==> src/hw/rtl/rttq_pkg.sv <==
`timescale 1ns / 1ps

package rttq_pkg;

    localparam int QUEUE_DEPTH_DEF = 16;
    localparam int TIME_BITS_DEF   = 16;
    localparam int PRIO_BITS_DEF   = 8;

    localparam int ID_W     = 8;
    localparam int TIME_W   = 16;
    localparam int PRIO_W   = 8;
    localparam int STATUS_W = 2;

    localparam logic CMD_POST = 1'b0;
    localparam logic CMD_RUN  = 1'b1;

    localparam logic [STATUS_W-1:0] STATUS_OK    = 2'd0;
    localparam logic [STATUS_W-1:0] STATUS_FULL  = 2'd1;
    localparam logic [STATUS_W-1:0] STATUS_TAKEN = 2'd2;
    localparam logic [STATUS_W-1:0] STATUS_EMPTY = 2'd3;

    localparam logic [2:0] RES_FULL   = 3'd0;
    localparam logic [2:0] RES_TAKEN  = 3'd1;
    localparam logic [2:0] RES_EMPTY  = 3'd2;
    localparam logic [2:0] RES_POSTED = 3'd3;
    localparam logic [2:0] RES_RAN    = 3'd4;

    typedef logic [2:0] t_res;

    typedef struct packed {
        logic load;
        logic pop;
        logic scan;
        logic wr_new;
        logic wr_head;
        logic wr_best;
        logic finish;
        t_res res;
    } t_ctl;

    typedef struct packed {
        logic cmd_run;
        logic full;
        logic empty;
        logic scan_done;
        logic taken;
        logic have_best;
    } t_sts;

endpackage

==> src/hw/rtl/rttq_ctrl.sv <==
`timescale 1ns / 1ps

module rttq_ctrl import rttq_pkg::*; (
    input  logic i_clk,
    input  logic i_rst_n,
    input  logic start,
    output logic busy,
    input  t_sts i_sts,
    output t_ctl o_ctl
);

    localparam logic [2:0] ST_IDLE    = 3'd0;
    localparam logic [2:0] ST_CHECK   = 3'd1;
    localparam logic [2:0] ST_SCAN    = 3'd2;
    localparam logic [2:0] ST_WR_HEAD = 3'd3;
    localparam logic [2:0] ST_WR_BEST = 3'd4;

    logic [2:0] r_state;
    logic [2:0] n_state;

    always_ff @(posedge i_clk) begin
        if (!i_rst_n) begin
            r_state <= ST_IDLE;
        end else begin
            r_state <= n_state;
        end
    end

    always_comb begin
        n_state = r_state;
        o_ctl   = '0;
        case (r_state)
            ST_IDLE: begin
                if (start) begin
                    o_ctl.load = 1'b1;
                    n_state    = ST_CHECK;
                end
            end
            ST_CHECK: begin
                if (!i_sts.cmd_run) begin
                    if (i_sts.full) begin
                        o_ctl.finish = 1'b1;
                        o_ctl.res    = RES_FULL;
                        n_state      = ST_IDLE;
                    end else begin
                        n_state = ST_SCAN;
                    end
                end else begin
                    if (i_sts.empty) begin
                        o_ctl.finish = 1'b1;
                        o_ctl.res    = RES_EMPTY;
                        n_state      = ST_IDLE;
                    end else begin
                        o_ctl.pop = 1'b1;
                        n_state   = ST_SCAN;
                    end
                end
            end
            ST_SCAN: begin
                o_ctl.scan = 1'b1;
                if (i_sts.scan_done) begin
                    if (!i_sts.cmd_run) begin
                        o_ctl.finish = 1'b1;
                        n_state      = ST_IDLE;
                        if (i_sts.taken) begin
                            o_ctl.res = RES_TAKEN;
                        end else begin
                            o_ctl.wr_new = 1'b1;
                            o_ctl.res    = RES_POSTED;
                        end
                    end else if (i_sts.have_best) begin
                        n_state = ST_WR_HEAD;
                    end else begin
                        o_ctl.finish = 1'b1;
                        o_ctl.res    = RES_RAN;
                        n_state      = ST_IDLE;
                    end
                end
            end
            ST_WR_HEAD: begin
                o_ctl.wr_head = 1'b1;
                n_state       = ST_WR_BEST;
            end
            ST_WR_BEST: begin
                o_ctl.wr_best = 1'b1;
                o_ctl.finish  = 1'b1;
                o_ctl.res     = RES_RAN;
                n_state       = ST_IDLE;
            end
            default: begin
                n_state = ST_IDLE;
            end
        endcase
    end

    assign busy = !i_rst_n || (r_state != ST_IDLE);

endmodule

==> src/hw/rtl/rttq_dp.sv <==
`timescale 1ns / 1ps

module rttq_dp import rttq_pkg::*; #(
    parameter int QUEUE_DEPTH = QUEUE_DEPTH_DEF,
    parameter int TIME_BITS   = TIME_BITS_DEF,
    parameter int PRIO_BITS   = PRIO_BITS_DEF
) (
    input  logic                i_clk,
    input  logic                i_rst_n,
    input  logic                i_cmd,
    input  logic [ID_W-1:0]     i_task_id,
    input  logic [TIME_W-1:0]   i_due_time,
    input  logic [PRIO_W-1:0]   i_priority_req,
    input  t_ctl                i_ctl,
    output t_sts                o_sts,
    output logic [STATUS_W-1:0] o_status,
    output logic                o_ran_valid,
    output logic [ID_W-1:0]     o_ran_task,
    output logic                o_arm_valid,
    output logic [TIME_W-1:0]   o_arm_time,
    output logic                o_done
);

    localparam int IDX_W   = $clog2(QUEUE_DEPTH);
    localparam int ENTRY_W = ID_W + TIME_BITS + PRIO_BITS;
    localparam int T_LSB   = PRIO_BITS;
    localparam int ID_LSB  = PRIO_BITS + TIME_BITS;
    localparam logic [IDX_W-1:0] LAST_IDX = IDX_W'(QUEUE_DEPTH - 1);

    function automatic logic [IDX_W-1:0] nxt(input logic [IDX_W-1:0] i);
        return (i == LAST_IDX) ? '0 : i + 1'b1;
    endfunction

    logic [ENTRY_W-1:0] r_mem [QUEUE_DEPTH];

    logic [IDX_W-1:0]     r_head;
    logic [IDX_W-1:0]     r_tail;
    logic                 r_cmd;
    logic [ID_W-1:0]      r_id;
    logic [TIME_BITS-1:0] r_time;
    logic [PRIO_BITS-1:0] r_prio;
    logic [IDX_W-1:0]     r_ptr;
    logic                 r_dv;
    logic [IDX_W-1:0]     r_didx;
    logic [ENTRY_W-1:0]   r_rd_data;
    logic                 r_skip;
    logic                 r_taken;
    logic                 r_have_best;
    logic [IDX_W-1:0]     r_best_idx;
    logic [ENTRY_W-1:0]   r_best_data;
    logic [ENTRY_W-1:0]   r_hd_data;
    logic [ID_W-1:0]      r_ran_task;

    logic [STATUS_W-1:0] r_status;
    logic                r_ran_valid;
    logic [ID_W-1:0]     r_ran_out;
    logic                r_arm_valid;
    logic [TIME_W-1:0]   r_arm_time;
    logic                r_done;

    logic [STATUS_W-1:0] n_status;
    logic                n_ran_valid;
    logic [ID_W-1:0]     n_ran_out;
    logic                n_arm_valid;
    logic [TIME_W-1:0]   n_arm_time;

    logic                 wr_en;
    logic [IDX_W-1:0]     wr_addr;
    logic [ENTRY_W-1:0]   wr_data;
    logic                 rd_issue;
    logic [TIME_BITS-1:0] rd_time;
    logic [PRIO_BITS-1:0] rd_prio;
    logic [TIME_BITS-1:0] best_time;
    logic [PRIO_BITS-1:0] best_prio;
    logic [TIME_BITS-1:0] diff;
    logic                 better;

    assign rd_time   = r_rd_data[T_LSB +: TIME_BITS];
    assign rd_prio   = r_rd_data[PRIO_BITS-1:0];
    assign best_time = r_best_data[T_LSB +: TIME_BITS];
    assign best_prio = r_best_data[PRIO_BITS-1:0];
    assign diff      = rd_time - best_time;
    assign better    = (rd_prio >= best_prio) && diff[TIME_BITS-1];
    assign rd_issue  = i_ctl.scan && (r_ptr != r_tail);

    always_comb begin
        wr_en   = 1'b0;
        wr_addr = r_tail;
        wr_data = {r_id, r_time, r_prio};
        if (i_ctl.wr_new) begin
            wr_en = 1'b1;
        end else if (i_ctl.wr_head) begin
            wr_en   = 1'b1;
            wr_addr = r_head;
            wr_data = r_best_data;
        end else if (i_ctl.wr_best) begin
            wr_en   = 1'b1;
            wr_addr = r_best_idx;
            wr_data = r_hd_data;
        end
    end

    always_ff @(posedge i_clk) begin
        if (wr_en) begin
            r_mem[wr_addr] <= wr_data;
        end
    end

    always_ff @(posedge i_clk) begin
        if (rd_issue) begin
            r_rd_data <= r_mem[r_ptr];
        end
    end

    always_ff @(posedge i_clk) begin
        if (!i_rst_n) begin
            r_head <= '0;
            r_tail <= '0;
            r_dv   <= 1'b0;
            r_done <= 1'b0;
        end else begin
            r_done <= i_ctl.finish;
            if (i_ctl.load) begin
                r_dv <= 1'b0;
            end else if (i_ctl.scan) begin
                r_dv <= rd_issue;
            end
            if (i_ctl.pop) begin
                r_head <= nxt(r_head);
            end
            if (i_ctl.wr_new) begin
                r_tail <= nxt(r_tail);
            end
        end
    end

    always_ff @(posedge i_clk) begin
        if (i_ctl.load) begin
            r_cmd       <= i_cmd;
            r_id        <= i_task_id;
            r_time      <= TIME_BITS'(i_due_time);
            r_prio      <= PRIO_BITS'(i_priority_req);
            r_ptr       <= r_head;
            r_skip      <= i_cmd;
            r_taken     <= 1'b0;
            r_have_best <= 1'b0;
        end else begin
            if (rd_issue) begin
                r_ptr  <= nxt(r_ptr);
                r_didx <= r_ptr;
            end
            if (i_ctl.scan && r_dv) begin
                if (r_cmd == CMD_POST) begin
                    if (rd_time == r_time) begin
                        r_taken <= 1'b1;
                    end
                end else if (r_skip) begin
                    r_ran_task <= r_rd_data[ID_LSB +: ID_W];
                    r_skip     <= 1'b0;
                end else if (!r_have_best) begin
                    r_have_best <= 1'b1;
                    r_best_data <= r_rd_data;
                    r_best_idx  <= r_didx;
                    r_hd_data   <= r_rd_data;
                end else if (better) begin
                    r_best_data <= r_rd_data;
                    r_best_idx  <= r_didx;
                end
            end
        end
    end

    always_comb begin
        n_status    = STATUS_OK;
        n_ran_valid = 1'b0;
        n_ran_out   = '0;
        n_arm_valid = 1'b0;
        n_arm_time  = '0;
        case (i_ctl.res)
            RES_FULL: begin
                n_status = STATUS_FULL;
            end
            RES_TAKEN: begin
                n_status = STATUS_TAKEN;
            end
            RES_EMPTY: begin
                n_status = STATUS_EMPTY;
            end
            RES_POSTED: begin
                if (r_head == r_tail) begin
                    n_arm_valid = 1'b1;
                    n_arm_time  = TIME_W'(r_time);
                end
            end
            RES_RAN: begin
                n_ran_valid = 1'b1;
                n_ran_out   = r_ran_task;
                if (r_have_best) begin
                    n_arm_valid = 1'b1;
                    n_arm_time  = TIME_W'(best_time);
                end
            end
            default: begin
                n_status = STATUS_OK;
            end
        endcase
    end

    always_ff @(posedge i_clk) begin
        if (i_ctl.finish) begin
            r_status    <= n_status;
            r_ran_valid <= n_ran_valid;
            r_ran_out   <= n_ran_out;
            r_arm_valid <= n_arm_valid;
            r_arm_time  <= n_arm_time;
        end
    end

    assign o_sts.cmd_run   = (r_cmd == CMD_RUN);
    assign o_sts.full      = (nxt(r_tail) == r_head);
    assign o_sts.empty     = (r_head == r_tail);
    assign o_sts.scan_done = (r_ptr == r_tail) && !r_dv;
    assign o_sts.taken     = r_taken;
    assign o_sts.have_best = r_have_best;

    assign o_status    = r_status;
    assign o_ran_valid = r_ran_valid;
    assign o_ran_task  = r_ran_out;
    assign o_arm_valid = r_arm_valid;
    assign o_arm_time  = r_arm_time;
    assign o_done      = r_done;

endmodule

==> src/hw/rtl/realtime_task_timer_queue_unit.sv <==
`timescale 1ns / 1ps

// Timer queue of posted tasks, run earliest first within priority. A word is
// taken when start is high and busy is low; busy is held high during reset. Its
// result appears on the o_ ports with o_done high for one cycle, and the
// receiver cannot stall it. Task slots sit in one memory with a single read
// port, so each command walks the queued entries one per cycle. A run that
// leaves tasks behind then swaps the chosen task into the head slot, writing
// the head slot and then the chosen slot. A post refused as full or a run on
// an empty queue answers from the check state without walking the queue. The
// queue holds QUEUE_DEPTH - 1 tasks.
module realtime_task_timer_queue_unit import rttq_pkg::*; #(
    parameter int QUEUE_DEPTH = QUEUE_DEPTH_DEF,
    parameter int TIME_BITS   = TIME_BITS_DEF,
    parameter int PRIO_BITS   = PRIO_BITS_DEF
) (
    input  logic                i_clk,
    input  logic                i_rst_n,
    input  logic                start,
    output logic                busy,
    input  logic                i_cmd,
    input  logic [ID_W-1:0]     i_task_id,
    input  logic [TIME_W-1:0]   i_due_time,
    input  logic [PRIO_W-1:0]   i_priority_req,
    output logic [STATUS_W-1:0] o_status,
    output logic                o_ran_valid,
    output logic [ID_W-1:0]     o_ran_task,
    output logic                o_arm_valid,
    output logic [TIME_W-1:0]   o_arm_time,
    output logic                o_done
);

    t_ctl ctl;
    t_sts sts;

    rttq_ctrl u_ctrl (
        .i_clk   (i_clk),
        .i_rst_n (i_rst_n),
        .start   (start),
        .busy    (busy),
        .i_sts   (sts),
        .o_ctl   (ctl)
    );

    rttq_dp #(
        .QUEUE_DEPTH (QUEUE_DEPTH),
        .TIME_BITS   (TIME_BITS),
        .PRIO_BITS   (PRIO_BITS)
    ) u_dp (
        .i_clk          (i_clk),
        .i_rst_n        (i_rst_n),
        .i_cmd          (i_cmd),
        .i_task_id      (i_task_id),
        .i_due_time     (i_due_time),
        .i_priority_req (i_priority_req),
        .i_ctl          (ctl),
        .o_sts          (sts),
        .o_status       (o_status),
        .o_ran_valid    (o_ran_valid),
        .o_ran_task     (o_ran_task),
        .o_arm_valid    (o_arm_valid),
        .o_arm_time     (o_arm_time),
        .o_done         (o_done)
    );

endmodule

==> config.mk <==
export PLATFORM = sky130hd
export DESIGN_NAME = realtime_task_timer_queue_unit
export DESIGN_NICKNAME = d
export VERILOG_FILES = /design/src/hw/rtl/rttq_pkg.sv /design/src/hw/rtl/rttq_ctrl.sv /design/src/hw/rtl/rttq_dp.sv /design/src/hw/rtl/realtime_task_timer_queue_unit.sv
export SDC_FILE = /design/constraint.sdc
export NUM_CORES = 1
export LEC_CHECK = 0
export ABC_AREA = 1
export BUFFER_PORTS_ARGS = -buffer_cell sky130_fd_sc_hd__buf_2
export CAP_MARGIN = 20
export CELL_PAD_IN_SITES_DETAIL_PLACEMENT = 1
export CELL_PAD_IN_SITES_GLOBAL_PLACEMENT = 2
export CORE_MARGIN = 5
export CORE_UTILIZATION = 49
export DETAILED_ROUTE_END_ITERATION = 6
export HOLD_SLACK_MARGIN = 0.06
export PLACE_DENSITY_LB_ADDON = 0.1
export SLEW_MARGIN = 20
export SYNTH_ARGS = -nofsm -noshare
export SYNTH_HDL_FRONTEND = slang
export SYNTH_SLANG_ARGS = --single-unit
==> constraint.sdc <==
create_clock -name i_clk -period 6 [get_ports i_clk]
set_input_delay 0.3 -clock i_clk [delete_from_list [all_inputs] [get_ports i_clk]]
set_output_delay 0.3 -clock i_clk [all_outputs]
set_load 0.01 [all_outputs]
==> results of run 1 <==
-- worst max-delay path, cell delays in order, from the launching register on --
cell and delay, ns:
dfxtp_1 0.46, nor2_2 0.11, nand2_1 0.48, nand2_4 0.35, inv_2 0.41, a21oi_1 0.29
inv_1 0.17, nand3_1 0.35, nor2_4 0.94
-- final timing paths --
| path | to | slack [ns] | from |
|---|---|---|---|
| max | u_dp.r_mem[11][17] | 2.01 | u_ctrl.r_state[0] |
| min | u_ctrl.r_state[0] | 0.19 | start |
| max reg2reg | u_dp.r_mem[11][17] | 2.01 | u_ctrl.r_state[0] |
| min reg2reg | u_dp.r_best_idx[3] | 0.42 | u_dp.r_didx[3] |
-- cells in the mapped netlist (all sizes together) --
cell and n:
edfxtp 690, inv 211, o21ai 186, a21oi 168, mux2i 128, o211ai 128, nand2 117, nor2 105
nand3 62, clkbuf 56, buf 52, o22ai 42, ha 25, dfxtp 15, xor2 13, nand4 7
nor3 6, a211oi 5, o2111ai 2, or2 2, a21o 1, a22o 1, nor4 1, xnor2 1
-- cell families after synthesis --
kind of cell,Yosys count,share of synthesized area [%]
flops,705,73.8
compound gates,533,10.9
buf+inv,319,4.58
simple gates,300,4.61
mux,128,4.50
fa+ha+maj,25,1.10
xor+xnor,14,0.431
-- metrics by stage --
step | worst slack (ns) | hold WS, ns | util, % | area, µm²
floorplan | 2.19 | 0.399 | - | 28500
global placement | 2.10 | 0.406 | 51.5 | 29700
detailed placement | 1.92 | 0.408 | 51.7 | 29800
CTS | 1.90 | 0.157 | 56.6 | 32600
global route | 1.78 | 0.204 | 57.1 | 32900
finish | 2.01 | 0.193 | 57.1 | 32900
-- routing by layer --
| layer | global-route usage, % | routed length [µm] |
|---|---|---|
| met1 | 33.3 | 33800 |
| met2 | 37.2 | 34900 |
| met3 | 4.20 | 3630 |
| met4 | 6.32 | 1900 |
| met5 | 0 | 0 |
-- power by group through the flow --
stage	registers (mW)	logic, mW	clock network (mW)
global placement	5.74	1.47	0
global route	5.64	1.68	5.01
floorplan	5.72	0.946	0
detailed placement	5.74	1.51	0
CTS	5.64	1.53	4.79
finish	5.64	1.54	4.69
-- registers in the layout (all words and copies together) (netlist names), 16 cells and up --
name / count
u_dp.r_rd_data: 32
u_dp.r_hd_data: 32
u_dp.r_best_data: 32
u_dp.r_time: 16
u_dp.r_mem: 512
u_dp.o_arm_time: 16
-- cells in the final DEF (no fill, tap or decap), types with 3 or more instances in the layout --
| cell type | count |
|---|---|
| nand4_1 | 7 |
| o21ai_0 | 174 |
| nor2_1 | 66 |
| mux2i_1 | 128 |
| xor2_1 | 13 |
| clkinv_2 | 15 |
| nor2_4 | 19 |
| nand3_1 | 60 |
| a211oi_1 | 5 |
| inv_1 | 202 |
| o22ai_1 | 42 |
| buf_2 | 65 |
| bufinv_16 | 7 |
| nor2_2 | 20 |
| clkbuf_16 | 82 |
| nand2_1 | 107 |
| dlygate4sd3_1 | 34 |
| nor3_1 | 3 |
| ha_1 | 25 |
| a21oi_2 | 10 |
| o21ai_2 | 10 |
| buf_4 | 27 |
| clkbuf_1 | 15 |
| clkinv_1 | 20 |
| dfxtp_1 | 15 |
| a21oi_1 | 158 |
| nand2_2 | 9 |
| inv_2 | 8 |
| edfxtp_1 | 690 |
| o211ai_1 | 128 |
| buf_12 | 16 |
-- area by class of cell --
type / instances / area (µm²)
clock inverter: 46 / 402
antenna: 1 / 2.50
timing repair buffer: 144 / 1230
clock buffer: 97 / 2110
fill: 5435 / 24700
sequential: 705 / 21000
inverter: 211 / 795
tap: 765 / 957
multi-input combinational: 1000 / 6350
-- repair_timing --
item	CTS	global route
endpoints found under the hold margin	40	0
resized for setup	0	0
hold buffers	34	0
==> reports/metrics.cfg, run 1 <==
[timing]
period_needed_ns=3.99
final.setup.tns_ns=0
rsz0062_at_grt=false
slew_viol_final=0
relSlewSlack_pct=22.4
finalCritPeriodShare_pct=66.5
fmax_mhz=251
finClkSkew_ns=0.0187
hold_violations=0
setup_viol=0
tightest_slew_ns=1.16

[layout]
final_nets=2201
drive_gt1_share_pct=13.8
area_delta_synth_final_pct=15.5
fin_cells=2969

[hold_path]
hold_path.class=in -> reg
holdPathStages=5

[floorplanning]
dieArea_um2=63000
start_util_pct=49.4
dieWidth_um=251
rows=88
core_area_um2=57600
fp.dieH_um=251
io_pins=66

[routing]
viasPerCell=5.74
first_pass_iters=5
via_count=17000
drt_iter0_markers=1352
wl_per_cell_um=25.0
ant_nets=0
drc_errors=0
wirelength_mm=74.3

[logic_synthesis]
synthesis.area_um2=28500
synth-seq-cells=705
synth-seq-area-share_pct=73.8
netlist_top_cells_area=edfxtp_1, mux2i_1, o211ai_1
netlist-cell-type-count=37
syn_inst=2024
synth_top_area_cell=edfxtp_1
synth_top_area_share_pct=72.8
synthesis.nets=2085
synth_area_per_cell_um2=14.1
yosys_warnings=0

[clock_network]
cts_buffers=78
htreeDepth=3
cts.clk_slew.worst_paths_ns=0.05
clkLatencyLatePin_ns=0.62
post_cts_buffers=0
cts_root_buf=clkbuf_16
cts_tree=done
clock_sinks=705
clockBufferDepth=3

[power_and_ir_drop]
ir_worst_vdd_uv=279
leakagePower_nw=11.6
p_total_mw=11.9
seqPwrFrac_pct=47.5
power_density_nw_per_um2=361
pwr-share-clk_pct=39.5
intPower_mw=8.81
p_sw_mw=3.06
combinationalPowerShare_pct=13.0
switching_share_pct=25.8

[global_route]
grt_max_degree=154
grt_pass1_wl_mm=111
track_usage_pct=23.2
antenna_found_initial=0
grt_pass1_vias=17700
grt-ovfl-total=0

[critical_path]
arrival_ns=4.22
r2r_cells=8
cp_max_fo=32
required_ns=6.23
crit_type=reg -> reg
cp-end-kind=flop
worst_setup_path_start_kind=flop

[placed_design]
gp_congestion=0.810
place_hpwl_mm=45.8
dp.cells=2779
io_buffers=65

[status]
status=complete, no violations

[run]
cap_violations=0

No activity file was read; power rests on OpenSTA's default activity.
==> run 2, diff against run 1 <==
--- a/config.mk
+++ b/config.mk
@@ -11,7 +11,7 @@
 export CELL_PAD_IN_SITES_DETAIL_PLACEMENT = 1
 export CELL_PAD_IN_SITES_GLOBAL_PLACEMENT = 2
 export CORE_MARGIN = 5
-export CORE_UTILIZATION = 49
+export CORE_UTILIZATION = 45
 export DETAILED_ROUTE_END_ITERATION = 6
 export HOLD_SLACK_MARGIN = 0.06
 export PLACE_DENSITY_LB_ADDON = 0.1
==> constraint.sdc (replaced) <==
create_clock -name i_clk -period 4.1 [get_ports i_clk]
set_input_delay 0.205 -clock i_clk [delete_from_list [all_inputs] [get_ports i_clk]]
set_output_delay 0.205 -clock i_clk [all_outputs]
set_load 0.01 [all_outputs]
==> reports/metrics.cfg, run 2 (synthesis results as in run 1) <==
[status]
status=complete, no violations

[routing]
drt_iter0_markers=1460
wirelength_mm=78.3
wl_per_cell_um=25.7
first_pass_iters=5
ant_nets=0
drc_errors=0
via_count=17000
viasPerCell=5.57

[critical_path]
required_ns=4.34
cp-end-kind=flop
crit_type=reg -> reg
worst_setup_path_start_kind=flop
arrival_ns=3.49
cp_max_fo=22

[timing]
period_needed_ns=3.25
tightest_slew_ns=1.23
hold_violations=0
relSlewSlack_pct=18.0
finClkSkew_ns=0.0216
fmax_mhz=308
setup_viol=0
holdWs_ns=0.107
finalCritPeriodShare_pct=79.2
final.setup.tns_ns=0
slew_viol_final=0
rsz0062_at_grt=false

[placed_design]
gp_congestion=0.809
place_hpwl_mm=45.6
io_buffers=65
dpl-instance-area_um2=30100
dp.cells=2878

[layout]
largest_register_ffs=512
layout_commonest_cell=edfxtp_1
drive_gt1_share_pct=13.7
area_delta_synth_final_pct=15.5
regMostFlops=u_dp.r_mem
fin_cells=3049
fillCellCount=6169
layout_common_cells=edfxtp_1, inv_1, o21ai_0, a21oi_1
finalInstanceArea_um2=32900
final_nets=2207

[floorplanning]
start_util_pct=45.3
fp.dieH_um=262
rows=92
core_area_um2=62900
io_pins=66
dieArea_um2=68400
dieWidth_um=262

[hold_path]
hold_path.class=in -> reg

[power_and_ir_drop]
ir_worst_vdd_uv=335
leakagePower_nw=11.6
power_density_nw_per_um2=521
p_total_mw=17.1

[clock_network]
cts_buffers=78
htreeDepth=3
clock_sinks=705
cts_tree=done
cts_root_buf=clkbuf_16
clkLatencyLatePin_ns=0.60
clockBufferDepth=3
post_cts_buffers=0
cts.clk_slew.worst_paths_ns=0.05

[global_route]
grt-ovfl-total=0
grt_pass1_wl_mm=115
track_usage_pct=22.8
grt_pass1_vias=17900
grt_max_degree=199
antenna_found_initial=3

[run]
cap_violations=0

## run 2: cell count changes in the layout (fill, tap and decap cells not counted), moves of 2 or more
cell,previous run,this run
a21oi_2,10,6
buf_4,27,35
clkbuf_16,82,79
a21oi_1,158,162
nor2_1,66,64
clkinv_2,15,12
clkbuf_1,15,19
nor2_2,20,22
clkinv_1,20,16
## run 2: final timing paths
path,from,end,slack (ns),depth (start not counted)
max,u_ctrl.r_state[0],u_dp.r_mem[3][5],0.85,10
min,start,u_ctrl.r_state[0],0.11,5
max reg2reg,u_ctrl.r_state[0],u_dp.r_mem[3][5],0.85,10
min reg2reg,u_dp.r_didx[1],u_dp.r_best_idx[1],0.42,0
## run 2: critical path, cell delays in order (launching register included)
cell and delay, ns:
dfxtp_1 0.37, nor2_2 0.21, nand2_1 0.28, nand2_4 0.14, inv_2 0.14, a21oi_2 0.30
inv_2 0.08, nor2_2 0.12, nand2_1 0.19, nor2_4 0.53, buf_4 0.49
## run 2: area by class of cell
class	instances	area (µm²)	area share (%)
Timing Repair Buffer	150	1240	3.77
Tap cell	846	1060	3.22
Clock inverter	37	352	1.07
Sequential cell	705	21000	63.9
Inverter	211	795	2.42
Antenna cell	1	2.50	0.00761
Multi-Input combinational cell	1000	6340	19.3
Clock buffer	99	2060	6.27
## run 2: routing by layer
layer  vias up  GRT usage [%]  part of all wire [%]
met1      8699           31.7                    45
met5         -              0                     0
li1       7752              -                     -
met3       115           3.39                   4.7
met2       415           38.1                    48
met4         0           6.20                   2.6
## run 2: metrics by stage
| stage | setup slack, ns | util [%] |
|---|---|---|
| floorplan | 0.292 | - |
| global placement | 0.855 | 47.8 |
| CTS | 0.806 | 52.2 |
| detailed placement | 0.823 | 47.9 |
| finish | 0.851 | 52.3 |
| global route | 0.693 | 52.3 |
## run 2: repair_timing
item                      in CTS  in global routing
hold endpoints to repair      40                  0
resized for setup              0                  0
hold buffers                  34                  0
## run 2: power breakdown
| group | total (mW) | internal (mW) | switching, mW | leakage, nW |
|---|---|---|---|---|
| Combinational | 2.14 | 0.645 | 1.50 | 4.04 |
| Sequential | 8.24 | 8.17 | 0.0730 | 6.36 |
| Clock | 6.74 | 3.98 | 2.76 | 1.18 |
